==> config.mk <==
export PLATFORM = sky130hd
export DESIGN_NAME = accel_step_counter_core
export DESIGN_NICKNAME = d
export VERILOG_FILES = /design/src/hw/rtl/asc_pkg.sv /design/src/hw/rtl/accel_step_counter_core.sv /design/src/hw/rtl/asc_front.sv /design/src/hw/rtl/asc_div.sv /design/src/hw/rtl/asc_back.sv
export SDC_FILE = /design/constraint.sdc
export NUM_CORES = 2
export LEC_CHECK = 0
export BUFFER_PORTS_ARGS = -buffer_cell sky130_fd_sc_hd__buf_4
export CELL_PAD_IN_SITES_DETAIL_PLACEMENT = 1
export CELL_PAD_IN_SITES_GLOBAL_PLACEMENT = 1
export CORE_MARGIN = 2
export CORE_UTILIZATION = 40
export DETAILED_ROUTE_END_ITERATION = 8
export GPL_TIMING_DRIVEN = 0
export PLACE_DENSITY_LB_ADDON = 0.3
export SETUP_SLACK_MARGIN = 0.1
export SLEW_MARGIN = 10
export SYNTH_ARGS = -nofsm -noshare
export SYNTH_HDL_FRONTEND = slang
export SYNTH_SLANG_ARGS = --single-unit
==> constraint.sdc <==
create_clock -name i_clk -period 18.96 [get_ports i_clk]
set_input_delay 1.896 -clock i_clk [delete_from_list [all_inputs] [get_ports i_clk]]
set_output_delay 1.896 -clock i_clk [all_outputs]
set_load 0.01 [all_outputs]
==> src/hw/rtl/asc_pkg.sv <==
// Shared types and constants for the accelerometer step counter.
`timescale 1ns / 1ps

package asc_pkg;

    // Field widths of the sample and result items.
    localparam int AXIS_W  = 13;
    localparam int MAG_W   = 14;
    localparam int STEP_W  = 16;
    localparam int THR_W   = 14;
    localparam int REFR_W  = 8;

    // Stream bus widths.
    localparam int S_TDATA_W = 40;
    localparam int M_TDATA_W = 32;
    localparam int M_TUSER_W = 2;

    // Configuration port.
    localparam int CFG_IDX_W  = 1;
    localparam int CFG_DATA_W = 14;
    localparam logic [CFG_IDX_W-1:0] CFG_STEP_THRESHOLD   = 1'd0;
    localparam logic [CFG_IDX_W-1:0] CFG_REFRACTORY_TICKS = 1'd1;
    localparam logic [THR_W-1:0]  THR_RESET  = 14'd307;
    localparam logic [REFR_W-1:0] REFR_RESET = 8'd20;

    // Default sizes of the moving average and of the calibration run.
    localparam int WINDOW_DEF      = 10;
    localparam int CAL_SAMPLES_DEF = 100;

    // Sum of three squared 14-bit differences fits in 28 bits.
    localparam int DIFF_W = AXIS_W + 1;
    localparam int SQ_W   = 28;
    localparam int PROD_W = 26;

    // Quotient bits produced by the constant divider.
    localparam int QUOT_W = 14;

    // Depth of the queue between the front and the back.
    localparam int QUEUE_DEPTH = 2;

    // One sample item as it travels from the front to the back.
    typedef struct packed {
        logic                     recal;
        logic signed [AXIS_W-1:0] accel_z;
        logic signed [AXIS_W-1:0] accel_y;
        logic signed [AXIS_W-1:0] accel_x;
    } t_item;

endpackage

==> src/hw/rtl/accel_step_counter_core.sv <==
// Top level of the accelerometer step counter: input queue front and processing back.
//
//  Channel  Dir  Bus fields (lowest bit first)
//  s_axis   in   tdata: accel_x[12:0], accel_y[25:13], accel_z[38:26]; tuser: func
//  m_axis   out  tdata: steps_total[15:0], average_magnitude[29:16]; tuser: detected, calibrating
//  cfg      in   i_cfg_addr 0 step_threshold, 1 refractory_ticks; data in i_cfg_wdata
//
// A recalibrate item goes straight to the result register, and a calibration sample first adds
// into the calibration sums; the sample that ends calibration adds three offset divisions.
// A measured sample runs the squares through one multiplier, the bit-pair square root, the
// window update, the division by WINDOW through a reciprocal multiplication, and then
// accept, detection and the result register.
// Reset is synchronous and active low; it restores calibration, the window and the detector.
// A two-entry queue takes new samples while the back works or while a result waits to be taken.
`timescale 1ns / 1ps

module accel_step_counter_core
    import asc_pkg::*;
#(
    parameter int WINDOW      = WINDOW_DEF,
    parameter int CAL_SAMPLES = CAL_SAMPLES_DEF
) (
    input  logic                  i_clk,
    input  logic                  i_rst_n,
    // Configuration write port.
    input  logic                  i_cfg_we,
    input  logic [CFG_IDX_W-1:0]  i_cfg_addr,
    input  logic [CFG_DATA_W-1:0] i_cfg_wdata,
    // Sample stream.
    input  logic                  s_axis_tvalid,
    output logic                  s_axis_tready,
    input  logic [S_TDATA_W-1:0]  s_axis_tdata,  // accel_x, accel_y, accel_z, zero pad
    input  logic                  s_axis_tuser,  // func
    // Result stream.
    output logic                  m_axis_tvalid,
    input  logic                  m_axis_tready,
    output logic [M_TDATA_W-1:0]  m_axis_tdata,  // steps_total, average_magnitude, zero pad
    output logic [M_TUSER_W-1:0]  m_axis_tuser   // step_detected, calibrating
);

    logic  w_item_valid;
    logic  w_item_ready;
    t_item w_item;

    // Front: accepts transfers and queues classified items.
    asc_front u_front (
        .i_clk        (i_clk),
        .i_rst_n      (i_rst_n),
        .i_tvalid     (s_axis_tvalid),
        .o_tready     (s_axis_tready),
        .i_tdata      (s_axis_tdata),
        .i_tuser      (s_axis_tuser),
        .o_item_valid (w_item_valid),
        .i_item_ready (w_item_ready),
        .o_item       (w_item)
    );

    // Back: runs each item and holds its result until it is taken.
    asc_back #(
        .WINDOW      (WINDOW),
        .CAL_SAMPLES (CAL_SAMPLES)
    ) u_back (
        .i_clk        (i_clk),
        .i_rst_n      (i_rst_n),
        .i_cfg_we     (i_cfg_we),
        .i_cfg_addr   (i_cfg_addr),
        .i_cfg_wdata  (i_cfg_wdata),
        .i_item_valid (w_item_valid),
        .o_item_ready (w_item_ready),
        .i_item       (w_item),
        .o_tvalid     (m_axis_tvalid),
        .i_tready     (m_axis_tready),
        .o_tdata      (m_axis_tdata),
        .o_tuser      (m_axis_tuser)
    );

endmodule

==> src/hw/rtl/asc_front.sv <==
// Input side: accepts sample transfers, tags recalibrate items and queues them.
`timescale 1ns / 1ps

module asc_front
    import asc_pkg::*;
(
    input  logic                 i_clk,
    input  logic                 i_rst_n,
    input  logic                 i_tvalid,
    output logic                 o_tready,
    input  logic [S_TDATA_W-1:0] i_tdata,
    input  logic                 i_tuser,
    output logic                 o_item_valid,
    input  logic                 i_item_ready,
    output t_item                o_item
);

    localparam int PTR_W = $clog2(QUEUE_DEPTH);
    localparam int CNT_W = $clog2(QUEUE_DEPTH + 1);

    t_item              r_q [QUEUE_DEPTH];
    logic [PTR_W-1:0]   r_wr_ptr;
    logic [PTR_W-1:0]   r_rd_ptr;
    logic [CNT_W-1:0]   r_count;
    t_item              w_in_item;
    logic               w_push;
    logic               w_pop;

    // Unpack the transfer and classify it by its kind bit.
    always_comb begin
        w_in_item.recal   = i_tuser;
        w_in_item.accel_x = $signed(i_tdata[AXIS_W-1:0]);
        w_in_item.accel_y = $signed(i_tdata[2*AXIS_W-1:AXIS_W]);
        w_in_item.accel_z = $signed(i_tdata[3*AXIS_W-1:2*AXIS_W]);
    end

    assign o_tready     = (r_count != CNT_W'(QUEUE_DEPTH));
    assign o_item_valid = (r_count != '0);
    assign o_item       = r_q[r_rd_ptr];
    assign w_push       = i_tvalid && o_tready;
    assign w_pop        = o_item_valid && i_item_ready;

    // Queue storage.
    always_ff @(posedge i_clk) begin
        if (w_push) begin
            r_q[r_wr_ptr] <= w_in_item;
        end
    end

    // Queue pointers and fill level.
    always_ff @(posedge i_clk) begin
        if (!i_rst_n) begin
            r_wr_ptr <= '0;
            r_rd_ptr <= '0;
            r_count  <= '0;
        end else begin
            if (w_push) begin
                r_wr_ptr <= (r_wr_ptr == PTR_W'(QUEUE_DEPTH - 1)) ? '0 : r_wr_ptr + 1'b1;
            end
            if (w_pop) begin
                r_rd_ptr <= (r_rd_ptr == PTR_W'(QUEUE_DEPTH - 1)) ? '0 : r_rd_ptr + 1'b1;
            end
            if (w_push && !w_pop) begin
                r_count <= r_count + 1'b1;
            end else if (w_pop && !w_push) begin
                r_count <= r_count - 1'b1;
            end
        end
    end

endmodule

==> src/hw/rtl/asc_div.sv <==
// Divider by one of two constant divisors through a reciprocal multiplication.
`timescale 1ns / 1ps

module asc_div
    import asc_pkg::*;
#(
    parameter int DW    = 24,
    parameter int DEN_A = CAL_SAMPLES_DEF,
    parameter int DEN_B = WINDOW_DEF
) (
    input  logic              i_clk,
    input  logic              i_rst_n,
    input  logic              i_start,
    input  logic              i_sel,
    input  logic [DW-1:0]     i_num,
    output logic              o_done,
    output logic [QUOT_W-1:0] o_quot
);

    // For every numerator below 2^DW, floor(n / d) equals (n * ceil(2^s / d)) >> s
    // with s = DW + ceil(log2(d)).
    localparam int     SH_A  = DW + $clog2(DEN_A);
    localparam int     SH_B  = DW + $clog2(DEN_B);
    localparam int     REC_W = DW + 2;
    localparam int     PRD_W = DW + REC_W;
    localparam longint ONE   = 1;
    localparam longint REC_A = ((ONE << SH_A) + longint'(DEN_A) - ONE) / longint'(DEN_A);
    localparam longint REC_B = ((ONE << SH_B) + longint'(DEN_B) - ONE) / longint'(DEN_B);
    localparam logic [REC_W-1:0] REC_A_V = REC_W'(REC_A);
    localparam logic [REC_W-1:0] REC_B_V = REC_W'(REC_B);

    logic              r_busy;
    logic              r_done;
    logic              r_sel;
    logic [DW-1:0]     r_num;
    logic [QUOT_W-1:0] r_quot;
    logic [REC_W-1:0]  w_rec;
    logic [PRD_W-1:0]  w_prod;
    logic [QUOT_W-1:0] w_quot;

    // One multiply by the selected reciprocal, then a constant shift.
    assign w_rec  = r_sel ? REC_B_V : REC_A_V;
    assign w_prod = PRD_W'(r_num) * PRD_W'(w_rec);
    assign w_quot = r_sel ? QUOT_W'(w_prod >> SH_B) : QUOT_W'(w_prod >> SH_A);

    assign o_done = r_done;
    assign o_quot = r_quot;

    // Control: the quotient is registered in the cycle after the operand is captured.
    always_ff @(posedge i_clk) begin
        if (!i_rst_n) begin
            r_busy <= 1'b0;
            r_done <= 1'b0;
        end else begin
            r_busy <= i_start;
            r_done <= r_busy;
        end
    end

    // Datapath: operand capture and quotient register.
    always_ff @(posedge i_clk) begin
        if (i_start) begin
            r_num <= i_num;
            r_sel <= i_sel;
        end
        if (r_busy) begin
            r_quot <= w_quot;
        end
    end

endmodule

==> src/hw/rtl/asc_back.sv <==
// Processing side: calibration, magnitude, moving average, step detection and result register.
`timescale 1ns / 1ps

module asc_back
    import asc_pkg::*;
#(
    parameter int WINDOW      = WINDOW_DEF,
    parameter int CAL_SAMPLES = CAL_SAMPLES_DEF
) (
    input  logic                  i_clk,
    input  logic                  i_rst_n,
    input  logic                  i_cfg_we,
    input  logic [CFG_IDX_W-1:0]  i_cfg_addr,
    input  logic [CFG_DATA_W-1:0] i_cfg_wdata,
    input  logic                  i_item_valid,
    output logic                  o_item_ready,
    input  t_item                 i_item,
    output logic                  o_tvalid,
    input  logic                  i_tready,
    output logic [M_TDATA_W-1:0]  o_tdata,
    output logic [M_TUSER_W-1:0]  o_tuser
);

    // Derived widths.
    localparam int POS_W  = $clog2(WINDOW);
    localparam int TOT_W  = MAG_W + $clog2(WINDOW);
    localparam int CNT_W  = $clog2(CAL_SAMPLES + 1);
    localparam int SUM_W  = AXIS_W + 1 + $clog2(CAL_SAMPLES);
    localparam int BIAS_W = AXIS_W + $clog2(CAL_SAMPLES);
    localparam int DIV_W  = (TOT_W > BIAS_W) ? TOT_W : BIAS_W;
    localparam int BIAS   = 4096 * CAL_SAMPLES + CAL_SAMPLES / 2;
    localparam logic [SQ_W-1:0]  ROOT_BIT0 = SQ_W'(1) << (SQ_W - 2);
    localparam logic [QUOT_W-1:0] OFS_BIAS = QUOT_W'(4096);

    // Sequencer states.
    localparam logic [3:0] S_IDLE = 4'd0;
    localparam logic [3:0] S_CAL  = 4'd1;
    localparam logic [3:0] S_OFS  = 4'd2;
    localparam logic [3:0] S_OFSW = 4'd3;
    localparam logic [3:0] S_SQ   = 4'd4;
    localparam logic [3:0] S_ROOT = 4'd5;
    localparam logic [3:0] S_WIN  = 4'd6;
    localparam logic [3:0] S_AVG  = 4'd7;
    localparam logic [3:0] S_AVGW = 4'd8;
    localparam logic [3:0] S_DET  = 4'd9;
    localparam logic [3:0] S_OUT  = 4'd10;

    // Axis selector codes.
    localparam logic [1:0] AX_X = 2'd0;
    localparam logic [1:0] AX_Y = 2'd1;
    localparam logic [1:0] AX_Z = 2'd2;

    logic [3:0]               r_state;
    t_item                    r_item;
    logic [1:0]               r_axis;
    logic [THR_W-1:0]         r_thr;
    logic [REFR_W-1:0]        r_refr;

    // Calibration state.
    logic signed [AXIS_W-1:0] r_ofs [3];
    logic signed [SUM_W-1:0]  r_sum [3];
    logic [CNT_W-1:0]         r_cal_cnt;
    logic                     r_active;

    // Magnitude datapath.
    logic [PROD_W-1:0]        r_prod;
    logic [SQ_W-1:0]          r_acc;
    logic [SQ_W-1:0]          r_rv;
    logic [SQ_W-1:0]          r_res;
    logic [SQ_W-1:0]          r_bit;

    // Moving average.
    logic [MAG_W-1:0]         r_win [WINDOW];
    logic [MAG_W-1:0]         r_win_rd;
    logic [POS_W-1:0]         r_pos;
    logic                     r_full;
    logic [TOT_W-1:0]         r_total;
    logic [MAG_W-1:0]         r_avg;

    // Detector.
    logic                     r_armed;
    logic [REFR_W-1:0]        r_dead;
    logic [STEP_W-1:0]        r_steps;
    logic                     r_det;

    // Result register.
    logic                     r_out_valid;
    logic [M_TDATA_W-1:0]     r_out_data;
    logic [M_TUSER_W-1:0]     r_out_user;

    logic signed [AXIS_W-1:0] w_ax;
    logic signed [DIFF_W-1:0] w_d;
    logic signed [SQ_W-1:0]   w_sq;
    logic [SQ_W-1:0]          w_trial;
    logic signed [DIV_W:0]    w_biased;
    logic [MAG_W-1:0]         w_old;
    logic [MAG_W-1:0]         w_mag;
    logic                     w_div_start;
    logic [DIV_W-1:0]         w_div_num;
    logic                     w_div_sel;
    logic                     w_div_done;
    logic [QUOT_W-1:0]        w_quot;
    logic                     w_out_free;
    logic [REFR_W-1:0]        n_dead;
    logic [QUOT_W-1:0]        n_ofs_wide;

    // Axis under work in the squaring and offset steps.
    always_comb begin
        case (r_axis)
            AX_X:    w_ax = r_item.accel_x;
            AX_Y:    w_ax = r_item.accel_y;
            AX_Z:    w_ax = r_item.accel_z;
            default: w_ax = r_item.accel_x;
        endcase
    end

    // Offset-corrected axis and its square.
    assign w_d  = DIFF_W'(w_ax) - DIFF_W'(r_ofs[r_axis]);
    assign w_sq = w_d * w_d;

    // One step of the bit-pair square root.
    assign w_trial = r_res + r_bit;
    assign w_mag   = r_res[MAG_W-1:0];

    // Calibration sum moved into the non-negative range for rounding division.
    assign w_biased = (DIV_W + 1)'(r_sum[r_axis]) + (DIV_W + 1)'(BIAS);

    // Oldest window entry reads as zero until the window has wrapped once.
    assign w_old = r_full ? r_win_rd : '0;

    // Shared divider: offsets divide by CAL_SAMPLES, the window average by WINDOW.
    assign w_div_start = (r_state == S_OFS) || (r_state == S_AVG);
    assign w_div_num   = (r_state == S_OFS) ? w_biased[DIV_W-1:0] : DIV_W'(r_total);
    assign w_div_sel   = (r_state == S_AVG);

    asc_div #(
        .DW    (DIV_W),
        .DEN_A (CAL_SAMPLES),
        .DEN_B (WINDOW)
    ) u_div (
        .i_clk   (i_clk),
        .i_rst_n (i_rst_n),
        .i_start (w_div_start),
        .i_sel   (w_div_sel),
        .i_num   (w_div_num),
        .o_done  (w_div_done),
        .o_quot  (w_quot)
    );

    assign n_ofs_wide   = w_quot - OFS_BIAS;
    assign n_dead       = r_dead + 1'b1;
    assign w_out_free   = !r_out_valid || i_tready;
    assign o_item_ready = (r_state == S_IDLE);

    // Window memory: one write port, one registered read port.
    always_ff @(posedge i_clk) begin
        if (r_state == S_WIN) begin
            r_win[r_pos] <= w_mag;
        end
        r_win_rd <= r_win[r_pos];
    end

    // Squaring and square-root datapath.
    always_ff @(posedge i_clk) begin
        r_prod <= w_sq[PROD_W-1:0];
        if (r_state == S_SQ) begin
            if (r_axis == AX_X) begin
                r_acc <= '0;
            end else begin
                r_acc <= r_acc + SQ_W'(r_prod);
            end
            if (r_axis == 2'd3) begin
                r_rv  <= r_acc + SQ_W'(r_prod);
                r_res <= '0;
                r_bit <= ROOT_BIT0;
            end
        end else if (r_state == S_ROOT) begin
            if (r_rv >= w_trial) begin
                r_rv  <= r_rv - w_trial;
                r_res <= (r_res >> 1) + r_bit;
            end else begin
                r_res <= r_res >> 1;
            end
            r_bit <= r_bit >> 2;
        end
    end

    // Latched item.
    always_ff @(posedge i_clk) begin
        if ((r_state == S_IDLE) && i_item_valid) begin
            r_item <= i_item;
        end
    end

    // Result payload.
    always_ff @(posedge i_clk) begin
        if ((r_state == S_OUT) && w_out_free) begin
            r_out_data <= {(M_TDATA_W - MAG_W - STEP_W)'(0), r_avg, r_steps};
            r_out_user <= {r_active, r_det};
        end
    end

    // Configuration registers.
    always_ff @(posedge i_clk) begin
        if (!i_rst_n) begin
            r_thr  <= THR_RESET;
            r_refr <= REFR_RESET;
        end else if (i_cfg_we) begin
            case (i_cfg_addr)
                CFG_STEP_THRESHOLD:   r_thr  <= i_cfg_wdata[THR_W-1:0];
                CFG_REFRACTORY_TICKS: r_refr <= i_cfg_wdata[REFR_W-1:0];
                default:              ;
            endcase
        end
    end

    // Sequencer and block state.
    always_ff @(posedge i_clk) begin
        if (!i_rst_n) begin
            r_state     <= S_IDLE;
            r_axis      <= AX_X;
            r_ofs       <= '{default: '0};
            r_sum       <= '{default: '0};
            r_cal_cnt   <= '0;
            r_active    <= 1'b1;
            r_pos       <= '0;
            r_full      <= 1'b0;
            r_total     <= '0;
            r_avg       <= '0;
            r_armed     <= 1'b1;
            r_dead      <= '0;
            r_steps     <= '0;
            r_det       <= 1'b0;
            r_out_valid <= 1'b0;
        end else begin
            if (r_out_valid && i_tready) begin
                r_out_valid <= 1'b0;
            end
            case (r_state)
                S_IDLE: begin
                    if (i_item_valid) begin
                        r_det  <= 1'b0;
                        r_axis <= AX_X;
                        if (i_item.recal) begin
                            r_steps   <= '0;
                            r_sum     <= '{default: '0};
                            r_cal_cnt <= '0;
                            r_active  <= 1'b1;
                            r_state   <= S_OUT;
                        end else if (r_active) begin
                            r_state <= S_CAL;
                        end else begin
                            r_state <= S_SQ;
                        end
                    end
                end
                S_CAL: begin
                    r_sum[0] <= r_sum[0] + SUM_W'(r_item.accel_x);
                    r_sum[1] <= r_sum[1] + SUM_W'(r_item.accel_y);
                    r_sum[2] <= r_sum[2] + SUM_W'(r_item.accel_z);
                    if (r_cal_cnt == CNT_W'(CAL_SAMPLES - 1)) begin
                        r_cal_cnt <= '0;
                        r_state   <= S_OFS;
                    end else begin
                        r_cal_cnt <= r_cal_cnt + 1'b1;
                        r_state   <= S_OUT;
                    end
                end
                S_OFS: begin
                    r_state <= S_OFSW;
                end
                S_OFSW: begin
                    if (w_div_done) begin
                        r_ofs[r_axis] <= $signed(n_ofs_wide[AXIS_W-1:0]);
                        if (r_axis == AX_Z) begin
                            r_active <= 1'b0;
                            r_state  <= S_OUT;
                        end else begin
                            r_axis  <= r_axis + 1'b1;
                            r_state <= S_OFS;
                        end
                    end
                end
                S_SQ: begin
                    r_axis <= r_axis + 1'b1;
                    if (r_axis == 2'd3) begin
                        r_state <= S_ROOT;
                    end
                end
                S_ROOT: begin
                    if (r_bit == SQ_W'(1)) begin
                        r_state <= S_WIN;
                    end
                end
                S_WIN: begin
                    r_total <= r_total - TOT_W'(w_old) + TOT_W'(w_mag);
                    if (r_pos == POS_W'(WINDOW - 1)) begin
                        r_pos  <= '0;
                        r_full <= 1'b1;
                    end else begin
                        r_pos <= r_pos + 1'b1;
                    end
                    r_state <= S_AVG;
                end
                S_AVG: begin
                    r_state <= S_AVGW;
                end
                S_AVGW: begin
                    if (w_div_done) begin
                        r_avg   <= w_quot[MAG_W-1:0];
                        r_state <= S_DET;
                    end
                end
                S_DET: begin
                    if (r_armed && (r_avg > r_thr)) begin
                        if (r_steps != '1) begin
                            r_steps <= r_steps + 1'b1;
                        end
                        r_armed <= 1'b0;
                        r_dead  <= '0;
                        r_det   <= 1'b1;
                    end else if (!r_armed) begin
                        if (n_dead >= r_refr) begin
                            r_dead  <= '0;
                            r_armed <= 1'b1;
                        end else begin
                            r_dead <= n_dead;
                        end
                    end
                    r_state <= S_OUT;
                end
                S_OUT: begin
                    if (w_out_free) begin
                        r_out_valid <= 1'b1;
                        r_state     <= S_IDLE;
                    end
                end
                default: begin
                    r_state <= S_IDLE;
                end
            endcase
        end
    end

    assign o_tvalid = r_out_valid;
    assign o_tdata  = r_out_data;
    assign o_tuser  = r_out_user;

endmodule
==> results.py <==
metrics = {
    "outcome": {
        "outcome": "finished clean",
    },
    "placed_design": {
        "dp.cells": 6568,
        "gp_congestion": 0.8718,
        "dpl-instance-area_um2": 53300,
        "portBuffers": 92,
        "post-dp-hpwl_um": 111800,
    },
    "floorplan": {
        "io_pins": 97,
        "coreArea_um2": 124100,
        "die_area_um2": 128300,
        "start_util": 0.4042,
        "die_w_um": 358.2,
        "die_y_um": 358.2,
        "placementRows": 129,
    },
    "grt": {
        "antenna_found_initial": 7,
        "grt_start_max_net_pins": 40,
        "grt_pass1_vias": 38540,
        "grtUsageTotal": 0.2238,
        "grt_overflow_total": 0,
        "grt_pass1_wl_um": 222000,
    },
    "clock_tree": {
        "cts_resized": 0,
        "numCtsBuffers": 76,
        "root_buffer": "clkbuf_16",
        "ctsHtreeMaxLevel": 3,
        "cts.clk_slew.worst_paths_ns": 0.06,
        "cts_tree": "yes",
        "clock_latency_ns": 0.66,
        "clockBufferDepth": 3,
        "cts_setup_buffers": 0,
        "hold_buffers": 0,
        "clock-sinks": 669,
    },
    "sta": {
        "hold_ws_ns": 0.4311,
        "clock_skew_ns": 0.03436,
        "clock.fmax_mhz": 82.69,
        "fin_setup_tns_ns": 0,
        "period_minus_slack_ns": 12.09,
        "worst_pin_slew_ns": 1.259,
        "setup_viol": 0,
        "hold_viol": 0,
        "drv_slew": 0,
        "finalCritPeriodShare": 0.6379,
        "max_slew_margin": 0.1543,
        "rsz0062_at_grt": "no",
    },
    "cells_and_area": {
        "nNetsFinal": 5949,
        "layout.cells.non_filler": 6710,
        "area_growth_pct": 11.39,
        "final_cell_area_um2": 55890,
        "drive_above_1_share": 0.07850,
    },
    "job": {
        "cap_viol_max_count": 0,
    },
    "yosys": {
        "synth_area_leaders": "edfxtp_1 25%, fa_1 17%, ha_1 11%",
        "seq_area_frac_synth": 0.3515,
        "async_reset_ff_frac": 0,
        "yosys_register_bits": 669,
        "yosysWarnings": 0,
        "synth_cells": 4800,
        "ys.flop_type": "edfxtp_1",
        "yosysTopAreaCell": "edfxtp_1",
        "yosys.area.top_type_share": 0.2538,
        "synth_edf_count": 424,
        "syn-cell-area_um2": 50170,
        "synth.avg_cell_area_um2": 10.45,
        "synth_cell_types": 98,
    },
    "drt": {
        "drcViolationCount": 0,
        "wl_per_cell_um": 20.94,
        "drtIter0Drc": 1933,
        "detail-route-antenna-nets": 0,
        "drt_first_pass_iters": 5,
        "via_per_inst": 5.296,
        "vias": 35540,
        "wl_um": 140500,
    },
    "setup_path": {
        "reg2reg_depth": 41,
        "arrival_ns": 12.62,
        "r2r-start": "u_back.r_axis[0]$_SDFFE_PN0P_",
        "required_ns": 19.49,
        "slowest_delay_ns": 0.62,
        "cp-end-kind": "register",
        "crit_start": "u_back.r_axis[0]$_SDFFE_PN0P_",
        "path_common_cell": "fa_1",
        "critical_path_class": "register to register",
        "crit_fanout": 10,
        "cp_slowest_cell": "xor2_1",
        "cp-start-kind": "register",
    },
    "hold_path": {
        "min_delay_path_depth": 0,
        "hold_start": "u_back.r_steps[9]$_SDFFE_PN0P_",
        "worstHoldPathType": "register to register",
    },
}
[worst paths after layout]
kind	end	slack (ns)
max	u_back.r_prod[24]$_DFF_P_	6.87
min	u_back.o_tdata[9]$_DFFE_PP_	0.43
max reg2reg	u_back.r_prod[24]$_DFF_P_	6.87
min reg2reg	u_back.o_tdata[9]$_DFFE_PP_	0.43
[synth_stat cells, drive strengths merged (5+ instances only)]
| library cell | number |
|---|---|
| a211o | 8 |
| a211oi | 42 |
| a21boi | 85 |
| a21o | 74 |
| a21oi | 188 |
| a22oi | 56 |
| a311oi | 5 |
| a31o | 10 |
| a31oi | 50 |
| and2 | 96 |
| and3 | 26 |
| buf | 36 |
| clkbuf | 117 |
| dfxtp | 245 |
| edfxtp | 424 |
| fa | 423 |
| ha | 456 |
| inv | 661 |
| mux2 | 48 |
| mux2i | 57 |
| mux4 | 28 |
| nand2 | 449 |
| nand2b | 43 |
| nand3 | 66 |
| nand4 | 21 |
| nor2 | 268 |
| nor2b | 84 |
| nor3 | 61 |
| nor3b | 6 |
| nor4 | 12 |
| o211a | 8 |
| o211ai | 19 |
| o21a | 31 |
| o21ai | 166 |
| o21bai | 30 |
| o22ai | 22 |
| o311ai | 5 |
| o31ai | 12 |
| o41ai | 6 |
| or2 | 16 |
| or3 | 29 |
| xnor2 | 141 |
| xor2 | 107 |
[placed cells by master, fill, tap and decap left out, types with 25 or more instances in the layout]
cell,netlist,final
and3_1,26,25
mux2i_1,57,57
buf_4,6,104
nand2_1,449,449
dfxtp_1,245,245
clkbuf_16,0,79
a31oi_1,50,50
a22oi_1,56,56
clkbuf_1,116,130
or3_1,27,27
a21boi_0,71,70
ha_1,456,456
nor2_1,268,260
nor3_1,61,56
fa_1,423,423
edfxtp_1,424,424
inv_1,655,654
mux4_2,28,28
nand3_1,66,66
nand2b_1,43,43
xnor2_1,141,141
o21a_1,31,31
xor2_1,106,106
a21o_1,73,73
nor2b_1,84,84
o21bai_1,30,30
and2_1,94,94
a21oi_1,187,187
o21ai_0,141,141
a211oi_1,41,41
mux2_2,48,48
[cell families after synthesis]
family / synth area share
AOI/OAI and AO/OA: 0.1146
xor gates and xnor gates: 0.04344
adders and majority gates: 0.2825
buffers and inverters: 0.06225
DFF: 0.3515
muxes: 0.03471
other: 0.0001497
and+or+nand+nor: 0.1109
[state kept, by name (all words and copies together), names as in the netlist, 7 cells and up, named ones only]
register,count
u_back.r_cal_cnt,7
u_back.r_res,28
u_back.r_thr,14
u_back.r_ofs,39
u_back.r_avg,14
u_back.r_total,18
u_back.r_win_rd,14
u_back.r_steps,16
u_back.r_sum,60
u_back.r_refr,8
u_back.u_div.r_num,20
u_back.r_win,140
u_back.r_rv,28
u_front.r_q,80
u_back.u_div.o_quot,14
u_back.r_bit,14
u_back.r_item,39
u_back.r_prod,25
u_back.r_dead,8
u_back.r_acc,28
u_back.o_tdata,30
[cell type report]
| type | instances | area [µm²] |
|---|---|---|
| tap | 1637 | 2048 |
| clock buffer | 100 | 2107 |
| sequential | 669 | 17640 |
| buffer | 153 | 635.6 |
| timing repair buffer | 111 | 944.7 |
| fill | 13660 | 68230 |
| inverter | 663 | 2489 |
| antenna | 3 | 7.507 |
| clock inverter | 39 | 469.2 |
| multi-input combinational | 3335 | 29550 |
[worst max-delay path: cells and delay by family (launching register included)]
kind	cells	cell delay (ns)
compound gates	13	2.87
xor+xnor	2	0.76
fa+ha+maj	10	4.27
buf+inv	13	3.20
flops	1	0.44
simple gates	3	0.41
[metal layers]
metal  GRT usage  share of wire
met1      0.3016           0.45
met3     0.03094          0.042
met4     0.04854          0.019
met5           0       0.000093
met2      0.3829           0.49
[per-stage QoR]
step | worst slack (ns) | utilization
floorplan | 9.486 | -
global route | 6.026 | 0.4502
CTS | 6.868 | 0.4502
detailed placement | 6.867 | 0.4295
global placement | 6.983 | 0.4269
finish | 6.866 | 0.4503
Power is not shown: default switching activity piles up to over one toggle a cycle in this logic, so the estimate is an artifact.
